--- src/design/rei_pkg.sv ---
// ----------------------------------------------------------------------------
// rei_pkg
// Shared types, constants and the quadrature step table for the rotary
// encoder interface.
// ----------------------------------------------------------------------------
package rei_pkg;

    // Accumulator width default (signed sub-step total)
    localparam int ACC_BITS_DEF = 16;

    // Stream widths
    localparam int IN_TDATA_W  = 8;
    localparam int OUT_TDATA_W = 24;
    localparam int DET_W       = 16;
    localparam int DET_MAX     = 32767;

    // Configuration port
    localparam int CFG_IDX_W  = 2;
    localparam int CFG_DATA_W = 8;

    localparam logic [CFG_IDX_W-1:0] CFG_STEPS_PER_DETENT  = 2'd0;
    localparam logic [CFG_IDX_W-1:0] CFG_REVERSE_DIRECTION = 2'd1;
    localparam logic [CFG_IDX_W-1:0] CFG_DEBOUNCE_MS       = 2'd2;

    localparam logic [3:0] STEPS_RESET    = 4'd4;
    localparam logic       REVERSE_RESET  = 1'b0;
    localparam logic [7:0] DEBOUNCE_RESET = 8'd20;

    localparam logic [1:0] PHASES_RESET = 2'b11;
    localparam logic [7:0] MS_SAT       = 8'hFF;

    // Quotient bits resolved per divider cycle
    localparam int DIGIT_BITS = 4;

    // Depth of the queue between front and back
    localparam int Q_DEPTH = 2;

    // Gray-code step, indexed by {previous A,B, current A,B}
    localparam logic signed [1:0] GRAY_STEP [16] = '{
         2'sd0, -2'sd1,  2'sd1,  2'sd0,
         2'sd1,  2'sd0,  2'sd0, -2'sd1,
        -2'sd1,  2'sd0,  2'sd0,  2'sd1,
         2'sd0,  2'sd1, -2'sd1,  2'sd0
    };

    typedef struct packed {
        logic [1:0] phases;      // {A, B}
        logic       pressed;
        logic       tick;
        logic       take_delta;
        logic       take_click;
    } item_t;

    typedef struct packed {
        logic [3:0] steps_per_detent;
        logic       reverse_direction;
        logic [7:0] debounce_ms;
    } cfg_t;

    typedef enum logic [1:0] {
        BK_IDLE,
        BK_DIV,
        BK_FIX
    } back_state_t;

endpackage

--- src/design/rei_queue.sv ---
// ----------------------------------------------------------------------------
// rei_queue
// Short first-in first-out queue of classified items between front and back.
// ----------------------------------------------------------------------------
module rei_queue (
    input  logic            aclk,
    input  logic            aresetn,
    input  logic            push,
    input  rei_pkg::item_t  push_item,
    output logic            full,
    input  logic            pop,
    output logic            not_empty,
    output rei_pkg::item_t  pop_item
);

    localparam int PTR_W = (rei_pkg::Q_DEPTH > 1) ? $clog2(rei_pkg::Q_DEPTH) : 1;
    localparam int CNT_W = $clog2(rei_pkg::Q_DEPTH + 1);
    localparam logic [PTR_W-1:0] PTR_LAST = PTR_W'(rei_pkg::Q_DEPTH - 1);
    localparam logic [CNT_W-1:0] CNT_FULL = CNT_W'(rei_pkg::Q_DEPTH);

    rei_pkg::item_t   entry_reg [rei_pkg::Q_DEPTH];
    logic [PTR_W-1:0] wr_ptr_reg, wr_ptr_next;
    logic [PTR_W-1:0] rd_ptr_reg, rd_ptr_next;
    logic [CNT_W-1:0] count_reg, count_next;

    assign full      = (count_reg == CNT_FULL);
    assign not_empty = (count_reg != '0);
    assign pop_item  = entry_reg[rd_ptr_reg];

    always_comb begin
        wr_ptr_next = wr_ptr_reg;
        rd_ptr_next = rd_ptr_reg;
        count_next  = count_reg;
        if (push) begin
            wr_ptr_next = (wr_ptr_reg == PTR_LAST) ? '0 : wr_ptr_reg + 1'b1;
        end
        if (pop) begin
            rd_ptr_next = (rd_ptr_reg == PTR_LAST) ? '0 : rd_ptr_reg + 1'b1;
        end
        if (push && !pop) begin
            count_next = count_reg + 1'b1;
        end else if (pop && !push) begin
            count_next = count_reg - 1'b1;
        end
    end

    always_ff @(posedge aclk) begin
        if (!aresetn) begin
            wr_ptr_reg <= '0;
            rd_ptr_reg <= '0;
            count_reg  <= '0;
        end else begin
            wr_ptr_reg <= wr_ptr_next;
            rd_ptr_reg <= rd_ptr_next;
            count_reg  <= count_next;
        end
    end

    always_ff @(posedge aclk) begin
        if (push) begin
            entry_reg[wr_ptr_reg] <= push_item;
        end
    end

endmodule

--- src/design/rei_front.sv ---
// ----------------------------------------------------------------------------
// rei_front
// Accepts input transactions and configuration writes, decodes the packed
// sample into an item and pushes it onto the queue.
// ----------------------------------------------------------------------------
module rei_front (
    input  logic                             aclk,
    input  logic                             aresetn,
    input  logic                             s_tvalid,
    output logic                             s_tready,
    input  logic [rei_pkg::IN_TDATA_W-1:0]   s_tdata,
    input  logic                             cfg_valid,
    output logic                             cfg_ready,
    input  logic [rei_pkg::CFG_IDX_W-1:0]    cfg_index,
    input  logic [rei_pkg::CFG_DATA_W-1:0]   cfg_data,
    output rei_pkg::cfg_t                    cfg,
    input  logic                             q_full,
    output logic                             q_push,
    output rei_pkg::item_t                   q_item
);

    logic [3:0] steps_reg, steps_next;
    logic       reverse_reg, reverse_next;
    logic [7:0] debounce_reg, debounce_next;

    assign s_tready  = !q_full;
    assign cfg_ready = 1'b1;
    assign q_push    = s_tvalid && !q_full;

    // Pins arrive raw; switch is active low
    assign q_item.phases     = {s_tdata[0], s_tdata[1]};
    assign q_item.pressed    = !s_tdata[2];
    assign q_item.tick       = s_tdata[3];
    assign q_item.take_delta = s_tdata[4];
    assign q_item.take_click = s_tdata[5];

    assign cfg.steps_per_detent  = steps_reg;
    assign cfg.reverse_direction = reverse_reg;
    assign cfg.debounce_ms       = debounce_reg;

    always_comb begin
        steps_next    = steps_reg;
        reverse_next  = reverse_reg;
        debounce_next = debounce_reg;
        if (cfg_valid) begin
            case (cfg_index)
                rei_pkg::CFG_STEPS_PER_DETENT:  steps_next    = cfg_data[3:0];
                rei_pkg::CFG_REVERSE_DIRECTION: reverse_next  = cfg_data[0];
                rei_pkg::CFG_DEBOUNCE_MS:       debounce_next = cfg_data;
                default: ;  // drop writes beyond the register list
            endcase
        end
    end

    always_ff @(posedge aclk) begin
        if (!aresetn) begin
            steps_reg    <= rei_pkg::STEPS_RESET;
            reverse_reg  <= rei_pkg::REVERSE_RESET;
            debounce_reg <= rei_pkg::DEBOUNCE_RESET;
        end else begin
            steps_reg    <= steps_next;
            reverse_reg  <= reverse_next;
            debounce_reg <= debounce_next;
        end
    end

endmodule

--- src/design/rei_back.sv ---
// ----------------------------------------------------------------------------
// rei_back
// Executes queued items: quadrature accumulate, switch debounce, click latch,
// and the detent read through a 4-bit-per-cycle restoring divider.
// ----------------------------------------------------------------------------
module rei_back #(
    parameter int ACC_BITS = rei_pkg::ACC_BITS_DEF
) (
    input  logic                             aclk,
    input  logic                             aresetn,
    input  rei_pkg::cfg_t                    cfg,
    input  logic                             q_valid,
    input  rei_pkg::item_t                   q_item,
    output logic                             q_pop,
    output logic                             m_tvalid,
    input  logic                             m_tready,
    output logic [rei_pkg::OUT_TDATA_W-1:0]  m_tdata
);

    localparam int DB        = rei_pkg::DIGIT_BITS;
    localparam int MW        = ACC_BITS - 1;
    localparam int DIV_STEPS = (MW + DB - 1) / DB;
    localparam int PW        = DIV_STEPS * DB;
    localparam int CNT_W     = (DIV_STEPS > 1) ? $clog2(DIV_STEPS) : 1;
    localparam int CW        = (PW > rei_pkg::DET_W) ? PW : rei_pkg::DET_W;
    localparam int PROD_W    = 19;
    localparam int NW        = (PW > PROD_W) ? PW : PROD_W;
    localparam logic [CNT_W-1:0] CNT_LAST = CNT_W'(DIV_STEPS - 1);
    localparam logic signed [ACC_BITS:0] LIM  = {2'b00, {(ACC_BITS-1){1'b1}}};
    localparam logic signed [ACC_BITS:0] NLIM = -LIM;

    rei_pkg::back_state_t state_reg, state_next;

    logic signed [ACC_BITS-1:0] total_reg, total_next;
    logic [1:0]                 phases_reg, phases_next;
    logic                       pressed_reg, pressed_next;
    logic [7:0]                 ms_reg, ms_next;
    logic                       latch_reg, latch_next;

    logic                       neg_reg, neg_next;
    logic [PW-1:0]              mag_reg, mag_next;
    logic [PW-1:0]              dvd_reg, dvd_next;
    logic [DB-1:0]              rem_reg, rem_next;
    logic [CNT_W-1:0]           cnt_reg, cnt_next;

    logic                       m_valid_reg, m_valid_next;
    logic [rei_pkg::DET_W-1:0]  m_det_reg, m_det_next;
    logic                       m_clicked_reg, m_clicked_next;

    logic [3:0]                 spd;
    logic                       out_free;

    // Encoder and switch update of the item at the head of the queue
    logic signed [1:0]          step;
    logic signed [ACC_BITS:0]   sum;
    logic signed [ACC_BITS-1:0] sat_total;
    logic [ACC_BITS-1:0]        sat_mag;
    logic [7:0]                 ms_tick;
    logic                       edge_ok;
    logic                       latch_after;

    // Divider step
    logic [DB-1:0]              st_rem;
    logic [PW-1:0]              st_dvd;
    logic [DB:0]                trial;

    // Final fix-up
    logic [CW-1:0]              quo_w;
    logic                       quo_over;
    logic [14:0]                quo_c;
    logic [PROD_W-1:0]          prod;
    logic [NW-1:0]              new_mag;
    logic [ACC_BITS-1:0]        new_mag_acc;
    logic signed [ACC_BITS-1:0] fix_total;
    logic [rei_pkg::DET_W-1:0]  det_pos;
    logic [rei_pkg::DET_W-1:0]  det_out;

    assign spd      = (cfg.steps_per_detent == 4'd0) ? 4'd1 : cfg.steps_per_detent;
    assign out_free = !m_valid_reg || m_tready;

    assign step      = rei_pkg::GRAY_STEP[{phases_reg, q_item.phases}];
    assign sum       = {total_reg[ACC_BITS-1], total_reg} + (ACC_BITS+1)'(step);
    assign sat_total = (sum > LIM)  ? ACC_BITS'(LIM)  :
                       (sum < NLIM) ? ACC_BITS'(NLIM) : sum[ACC_BITS-1:0];
    assign sat_mag   = sat_total[ACC_BITS-1] ? ACC_BITS'(-sat_total)
                                             : ACC_BITS'(sat_total);

    assign ms_tick   = (q_item.tick && ms_reg != rei_pkg::MS_SAT) ? ms_reg + 8'd1 : ms_reg;
    assign edge_ok   = (q_item.pressed != pressed_reg) && (ms_tick >= cfg.debounce_ms);
    assign latch_after = latch_reg || (edge_ok && q_item.pressed);

    // Four restoring steps per cycle; quotient bits shift in at the bottom
    always_comb begin
        st_rem = rem_reg;
        st_dvd = dvd_reg;
        trial  = '0;
        for (int i = 0; i < DB; i++) begin
            trial = {st_rem, st_dvd[PW-1]};
            if (trial >= {1'b0, spd}) begin
                st_rem = DB'(trial - {1'b0, spd});
                st_dvd = {st_dvd[PW-2:0], 1'b1};
            end else begin
                st_rem = trial[DB-1:0];
                st_dvd = {st_dvd[PW-2:0], 1'b0};
            end
        end
    end

    assign quo_w       = CW'(dvd_reg);
    assign quo_over    = quo_w > CW'(rei_pkg::DET_MAX);
    assign quo_c       = quo_over ? 15'(rei_pkg::DET_MAX) : quo_w[14:0];
    assign prod        = PROD_W'(quo_c) * PROD_W'(spd);
    assign new_mag     = NW'(mag_reg) - NW'(prod);
    assign new_mag_acc = ACC_BITS'(new_mag[MW-1:0]);
    assign fix_total   = neg_reg ? -$signed(new_mag_acc) : $signed(new_mag_acc);
    assign det_pos     = {1'b0, quo_c};
    assign det_out     = (neg_reg ^ cfg.reverse_direction) ? -det_pos : det_pos;

    always_comb begin
        state_next     = state_reg;
        total_next     = total_reg;
        phases_next    = phases_reg;
        pressed_next   = pressed_reg;
        ms_next        = ms_reg;
        latch_next     = latch_reg;
        neg_next       = neg_reg;
        mag_next       = mag_reg;
        dvd_next       = dvd_reg;
        rem_next       = rem_reg;
        cnt_next       = cnt_reg;
        m_valid_next   = m_valid_reg && !m_tready;
        m_det_next     = m_det_reg;
        m_clicked_next = m_clicked_reg;
        q_pop          = 1'b0;
        case (state_reg)
            rei_pkg::BK_IDLE: begin
                if (q_valid && out_free) begin
                    q_pop       = 1'b1;
                    total_next  = sat_total;
                    phases_next = q_item.phases;
                    ms_next     = edge_ok ? 8'd0 : ms_tick;
                    if (edge_ok) begin
                        pressed_next = q_item.pressed;
                    end
                    if (q_item.take_click) begin
                        m_clicked_next = latch_after;
                        latch_next     = 1'b0;
                    end else begin
                        m_clicked_next = 1'b0;
                        latch_next     = latch_after;
                    end
                    if (q_item.take_delta) begin
                        neg_next   = sat_total[ACC_BITS-1];
                        mag_next   = PW'(sat_mag);
                        dvd_next   = PW'(sat_mag);
                        rem_next   = '0;
                        cnt_next   = '0;
                        state_next = rei_pkg::BK_DIV;
                    end else begin
                        m_det_next   = '0;
                        m_valid_next = 1'b1;
                    end
                end
            end
            rei_pkg::BK_DIV: begin
                dvd_next = st_dvd;
                rem_next = st_rem;
                cnt_next = cnt_reg + 1'b1;
                if (cnt_reg == CNT_LAST) begin
                    state_next = rei_pkg::BK_FIX;
                end
            end
            rei_pkg::BK_FIX: begin
                total_next   = fix_total;
                m_det_next   = det_out;
                m_valid_next = 1'b1;
                state_next   = rei_pkg::BK_IDLE;
            end
            default: begin
                state_next = rei_pkg::BK_IDLE;
            end
        endcase
    end

    always_ff @(posedge aclk) begin
        if (!aresetn) begin
            state_reg   <= rei_pkg::BK_IDLE;
            total_reg   <= '0;
            phases_reg  <= rei_pkg::PHASES_RESET;
            pressed_reg <= 1'b0;
            ms_reg      <= '0;
            latch_reg   <= 1'b0;
            m_valid_reg <= 1'b0;
        end else begin
            state_reg   <= state_next;
            total_reg   <= total_next;
            phases_reg  <= phases_next;
            pressed_reg <= pressed_next;
            ms_reg      <= ms_next;
            latch_reg   <= latch_next;
            m_valid_reg <= m_valid_next;
        end
    end

    always_ff @(posedge aclk) begin
        neg_reg       <= neg_next;
        mag_reg       <= mag_next;
        dvd_reg       <= dvd_next;
        rem_reg       <= rem_next;
        cnt_reg       <= cnt_next;
        m_det_reg     <= m_det_next;
        m_clicked_reg <= m_clicked_next;
    end

    assign m_tvalid = m_valid_reg;
    assign m_tdata  = {{(rei_pkg::OUT_TDATA_W - rei_pkg::DET_W - 1){1'b0}},
                       m_clicked_reg, m_det_reg};

    // Output slot stays empty while a delta read is in the divider
    a_out_empty_in_div: assert property (@(posedge aclk) disable iff (!aresetn)
        (state_reg != rei_pkg::BK_IDLE) |-> !m_valid_reg)
        else $error("result pending while divider busy");

    // Accumulator never reaches the most negative code
    a_total_sat: assert property (@(posedge aclk) disable iff (!aresetn)
        total_reg != {1'b1, {(ACC_BITS-1){1'b0}}})
        else $error("sub-step total outside saturation range");

    // Partial remainder stays below the divisor
    a_rem_bound: assert property (@(posedge aclk) disable iff (!aresetn)
        (state_reg == rei_pkg::BK_DIV) |-> (rem_reg < spd))
        else $error("divider remainder not below divisor");

    // An accepted switch edge restarts the millisecond count
    a_edge_clears_ms: assert property (@(posedge aclk) disable iff (!aresetn)
        !$stable(pressed_reg) |-> (ms_reg == 8'd0))
        else $error("switch edge without tick count restart");

    // Click latches only on an accepted press
    a_click_on_press: assert property (@(posedge aclk) disable iff (!aresetn)
        $rose(latch_reg) |-> $rose(pressed_reg))
        else $error("click latched without accepted press");

endmodule

--- src/design/rotary_encoder_interface.sv ---
// ----------------------------------------------------------------------------
// rotary_encoder_interface
// Quadrature encoder decoder with debounced push switch and detent readout.
// ----------------------------------------------------------------------------
// Usage:
//   s_ channel: one transaction per pin sample, carrying phase levels, the
//   switch pin, a millisecond tick and the take-delta / take-click requests.
//   m_ channel: exactly one result transaction per sample, in order, with the
//   detents taken (zero unless requested) and the consumed click flag.
//   cfg_ channel: register writes, always ready; write only while idle.
// Flow: a sample without a delta read is popped in the idle state and its
//   result registered for m_tvalid; such samples stream at one per cycle
//   while m_tready holds. A delta read then runs the restoring divider, four
//   quotient bits a cycle, then a fix-up state; no sample is popped meanwhile.
// A two-entry queue decouples input acceptance from execution, so samples
//   are still taken while a result waits or the divider runs.
// Reset: aresetn low for one edge returns registers, accumulator, phase
//   history, switch state and click latch to their defaults; queue and
//   output slot are emptied.
// Receiver stall: the result holds on m_tdata; the back end halts, the
//   queue fills and s_tready drops once it is full.
// ----------------------------------------------------------------------------
module rotary_encoder_interface #(
    parameter int ACC_BITS = rei_pkg::ACC_BITS_DEF
) (
    input  logic                             aclk,
    input  logic                             aresetn,
    input  logic                             s_tvalid,
    output logic                             s_tready,
    // [0] phase_a, [1] phase_b, [2] switch_level, [3] ms_tick,
    // [4] take_delta, [5] take_click, [7:6] zero
    input  logic [rei_pkg::IN_TDATA_W-1:0]   s_tdata,
    output logic                             m_tvalid,
    input  logic                             m_tready,
    // [15:0] detents (signed), [16] clicked, [23:17] zero
    output logic [rei_pkg::OUT_TDATA_W-1:0]  m_tdata,
    input  logic                             cfg_valid,
    output logic                             cfg_ready,
    input  logic [rei_pkg::CFG_IDX_W-1:0]    cfg_index,
    input  logic [rei_pkg::CFG_DATA_W-1:0]   cfg_data
);

    rei_pkg::cfg_t  cfg;
    rei_pkg::item_t push_item;
    rei_pkg::item_t pop_item;
    logic           q_push;
    logic           q_full;
    logic           q_pop;
    logic           q_not_empty;

    rei_front u_front (
        .aclk      (aclk),
        .aresetn   (aresetn),
        .s_tvalid  (s_tvalid),
        .s_tready  (s_tready),
        .s_tdata   (s_tdata),
        .cfg_valid (cfg_valid),
        .cfg_ready (cfg_ready),
        .cfg_index (cfg_index),
        .cfg_data  (cfg_data),
        .cfg       (cfg),
        .q_full    (q_full),
        .q_push    (q_push),
        .q_item    (push_item)
    );

    rei_queue u_queue (
        .aclk      (aclk),
        .aresetn   (aresetn),
        .push      (q_push),
        .push_item (push_item),
        .full      (q_full),
        .pop       (q_pop),
        .not_empty (q_not_empty),
        .pop_item  (pop_item)
    );

    rei_back #(
        .ACC_BITS (ACC_BITS)
    ) u_back (
        .aclk     (aclk),
        .aresetn  (aresetn),
        .cfg      (cfg),
        .q_valid  (q_not_empty),
        .q_item   (pop_item),
        .q_pop    (q_pop),
        .m_tvalid (m_tvalid),
        .m_tready (m_tready),
        .m_tdata  (m_tdata)
    );

endmodule
--- config.mk ---
export PLATFORM = sky130hd
export DESIGN_NAME = rotary_encoder_interface
export DESIGN_NICKNAME = d
export VERILOG_FILES = /design/src/design/rei_pkg.sv /design/src/design/rei_queue.sv /design/src/design/rei_front.sv /design/src/design/rei_back.sv /design/src/design/rotary_encoder_interface.sv
export SDC_FILE = /design/constraint.sdc
export NUM_CORES = 1
export LEC_CHECK = 0
export BUFFER_PORTS_ARGS = -buffer_cell sky130_fd_sc_hd__buf_4
export CAP_MARGIN = 10
export CORE_MARGIN = 3
export CORE_UTILIZATION = 45
export DETAILED_ROUTE_END_ITERATION = 10
export GPL_TIMING_DRIVEN = 0
export HOLD_SLACK_MARGIN = 0.15
export PLACE_DENSITY = 0.59
export SLEW_MARGIN = 40
export SYNTH_ARGS = -nofsm -noshare
export SYNTH_HDL_FRONTEND = slang
export SYNTH_HIERARCHICAL = 1
export SYNTH_SLANG_ARGS = --single-unit
--- constraint.sdc ---
create_clock -name aclk -period 14.33 [get_ports aclk]
set_input_delay 1.433 -clock aclk [delete_from_list [all_inputs] [get_ports aclk]]
set_output_delay 1.433 -clock aclk [all_outputs]
set_load 0.02 [all_outputs]
==> summary.txt <==
Setup path
  • Buf/Inv on CP: 4
  • WP depth: 33
  • R2r setup slk: 6.56 ns
  • CP Launch Type: flop
  • Crit-path max FO: 11
  • Worst path top cell family by delay: compound AO/OA/AOI/OAI gates
  • CP Class: flop to flop
  • Slowest CP cell: nor2_1
  • Reg2reg start: u_front/steps_reg[1]
  • Worst EP required: 14.48 ns
  • CP arrival: 7.92 ns
  • Largest stage delay on the critical path: 0.53 ns
  • CP Capture Point: u_back/rem_reg[3]
  • FF-to-FF path depth: 33
  • Worst Setup End Kind: flop
  • RR Endpoint: u_back/rem_reg[3]
  • Crit. Startpoint: u_front/steps_reg[1]

Synth
  • Post-synth top area share: 19.4%
  • Mux cell area share after synthesis: 4.95%
  • Synthesized flop and latch total: 116
  • Most frequent cells after synthesis: nor2_1, nand2_1, inv_1, ha_1, edfxtp_1
  • Number of synthesized flops with an enable pin: 67
  • Synth Area in Compound Gates: 19.7%
  • Count leader, synth: nor2_1
  • Mapped Area: 0.0104 mm^2
  • Register area share after synthesis: 28.9%
  • Yosys top cell by area: edfxtp_1
  • Fraction of the mapped netlist area in adder cells: 16.4%
  • Syn Inst Count: 1149
  • Yosys warning count: 6
  • Simple-gate share of the synthesized area: 17.1%
  • Post-synthesis xor/xnor area fraction: 6.50%
  • Largest family of logic cells by synthesized area: compound AO/OA/AOI/OAI gates
  • Synth unique cells: 103
  • Post-Syn Area per Cell: 9.01 um^2
  • Synth top area cells: edfxtp_1, dfxtp_1, ha_1, fa_1, nor2_1
  • Post-synth top flop: edfxtp_1
  • Async SR Flop Fraction: 0%

Die
  • CORE AREA: 0.0222 mm^2
  • Die width: 158 um
  • Io pins: 50
  • Die ar.: 0.0249 mm^2
  • Initial Util: 46.6%
  • Core Rows: 54
  • Vert. Die Dim: 158 um

GRT
  • Largest net degree at the start of global routing: 23
  • Vias in the first global route: 8165
  • Initial antenna violation count: 0
  • First-pass GRT wire length: 43700 um
  • GR Util All Layers: 22.3%
  • Gr ovfl total: 0

Cells and area
  • Final non-filler cell total: 1501
  • N_diodes: 0
  • Fin area: 0.0116 mm^2
  • Fillcell total: 2132
  • # nets final: 1340
  • Area delta synth->final: 12.1%
  • Share of post-route cells with drive strength above 1: 13.5%

CTS
  • H-tree levels: 4
  • Post-CTS Resized: 0
  • Clk_lat worst skew: 0.42 ns
  • Num Clock Sinks: 116
  • CTS Root Cell: clkbuf_16
  • Clock buffer depth: 2
  • CTS Buf Count: 17
  • Post-CTS Setup Repair Bufs: 0
  • TritonCTS clock tree: yes
  • Cts hold-fix bufs: 0
  • Reg clk slew, reported paths: 0.06 ns

Timing
  • Worst hold slack: 0.463 ns
  • Endpoints failing setup: 0
  • Final hold vios: 0
  • Actual slew at the worst max-slew pin: 0.735 ns
  • Setup TNS: 0 ns
  • Fmax: 129 MHz
  • Min Tclk post-route: 7.77 ns
  • Clock Skew: 0.0124 ns
  • RSZ-0062 raised after global routing: false
  • Max transition margin: 50.8%
  • Fin. max-slew vios: 0
  • Final Cycle Share: 54.2%

Flow run
  • Max Cap Viol: 0

Worst hold path
  • Hold crit path type: flop to flop
  • Worst Min Path Start: u_front/debounce_reg[3]

Drt
  • Drt first pass iters: 5
  • Antenna-violating nets left: 0
  • DR vias: 8493
  • Vias per cell: 5.66
  • Post-Route WL: 27000 um
  • Iter 0 DRT Violations: 502
  • WL per Instance: 18.0 um
  • Residual DRC: 0

Placed design
  • DP HPWL: 21100 um
  • Placed Cells incl. Taps: 1469
  • GPL Wtd Cong: 0.912
  • Port bufs: 34
  • Post-placement cell area: 0.0110 mm^2

Run status
  • Status: completed
==> area by class of cell <==
type	count	area (um^2)	share of cell area, %
inverter	84	315	2.72
multi-input combinational	888	6740	58.0
clock buffer	19	475	4.09
sequential	116	2990	25.8
timing repair buffer	34	255	2.20
buffer	67	348	3.00
clock inverter	13	134	1.15
tap	280	350	3.02
==> metrics by stage <==
stage | utilization (%) | worst slack [ns]
after floorplan | - | 7.66
after detailed placement | 49.5 | 6.52
after global placement | 49.4 | 6.61
final | 52.2 | 6.56
after global routing | 52.2 | 5.91
after CTS | 52.2 | 6.50
==> placed cells by master (no fill, tap or decap), drive strengths merged, types with 5 or more instances in the layout <==
master  count
or3         8
o31ai      11
mux2       21
and2       10
nor3b       5
o21ai      65
fa         40
nand4       9
nor3       23
dfxtp      49
or2        12
a211oi     17
o21a       18
nand3      20
o211a       6
nor2b      13
o221ai      5
ha         69
edfxtp     67
nand2      93
a21boi      7
mux2i      25
buf        66
xnor2      50
clkbuf     54
o211ai     12
clkinv      6
inv        90
conb        8
a21o       21
a21oi      53
a22oi      12
nand2b     19
and3        7
xor2       26
a31oi       8
nor4        5
nor2      119
==> tightest hold or removal path: stages, from the launching register on <==
cell     delay (ns)
dfxtp_1        0.31
nand2_1        0.05
mux2i_1        0.06
==> routing by layer <==
layer / track usage [%] / part of all wire (%)
met5: 0 / 0
met4: 5.87 / 1.5
met3: 3.44 / 4.7
met2: 35.2 / 45
met1: 31.9 / 49
==> cell families after synthesis <==
logic type | after synthesis
AOI/OAI and AO/OA | 282
buffers and inverters | 151
and+or+nand+nor | 363
muxes | 47
xor gates and xnor gates | 76
DFF | 116
other | 2
adders and majority gates | 112
==> how the worst min path moves through the flow <==
| stage | end | cells past startpoint | slack (ns) |
|---|---|---|---|
| finish | u_front/debounce_reg[3] | 2 | 0.46 |
| global route | u_front/debounce_reg[1] | 2 | 0.49 |
| CTS | u_front/debounce_reg[6] | 2 | 0.47 |
| detailed placement | u_front/debounce_reg[5] | 2 | 0.46 |
| global placement | u_front/debounce_reg[4] | 1 | 0.45 |
| floorplan | u_front/steps_reg[0] | 2 | 0.44 |
Power is not shown: default switching activity piles up to over one toggle a cycle in this logic, so the estimate is an artifact.
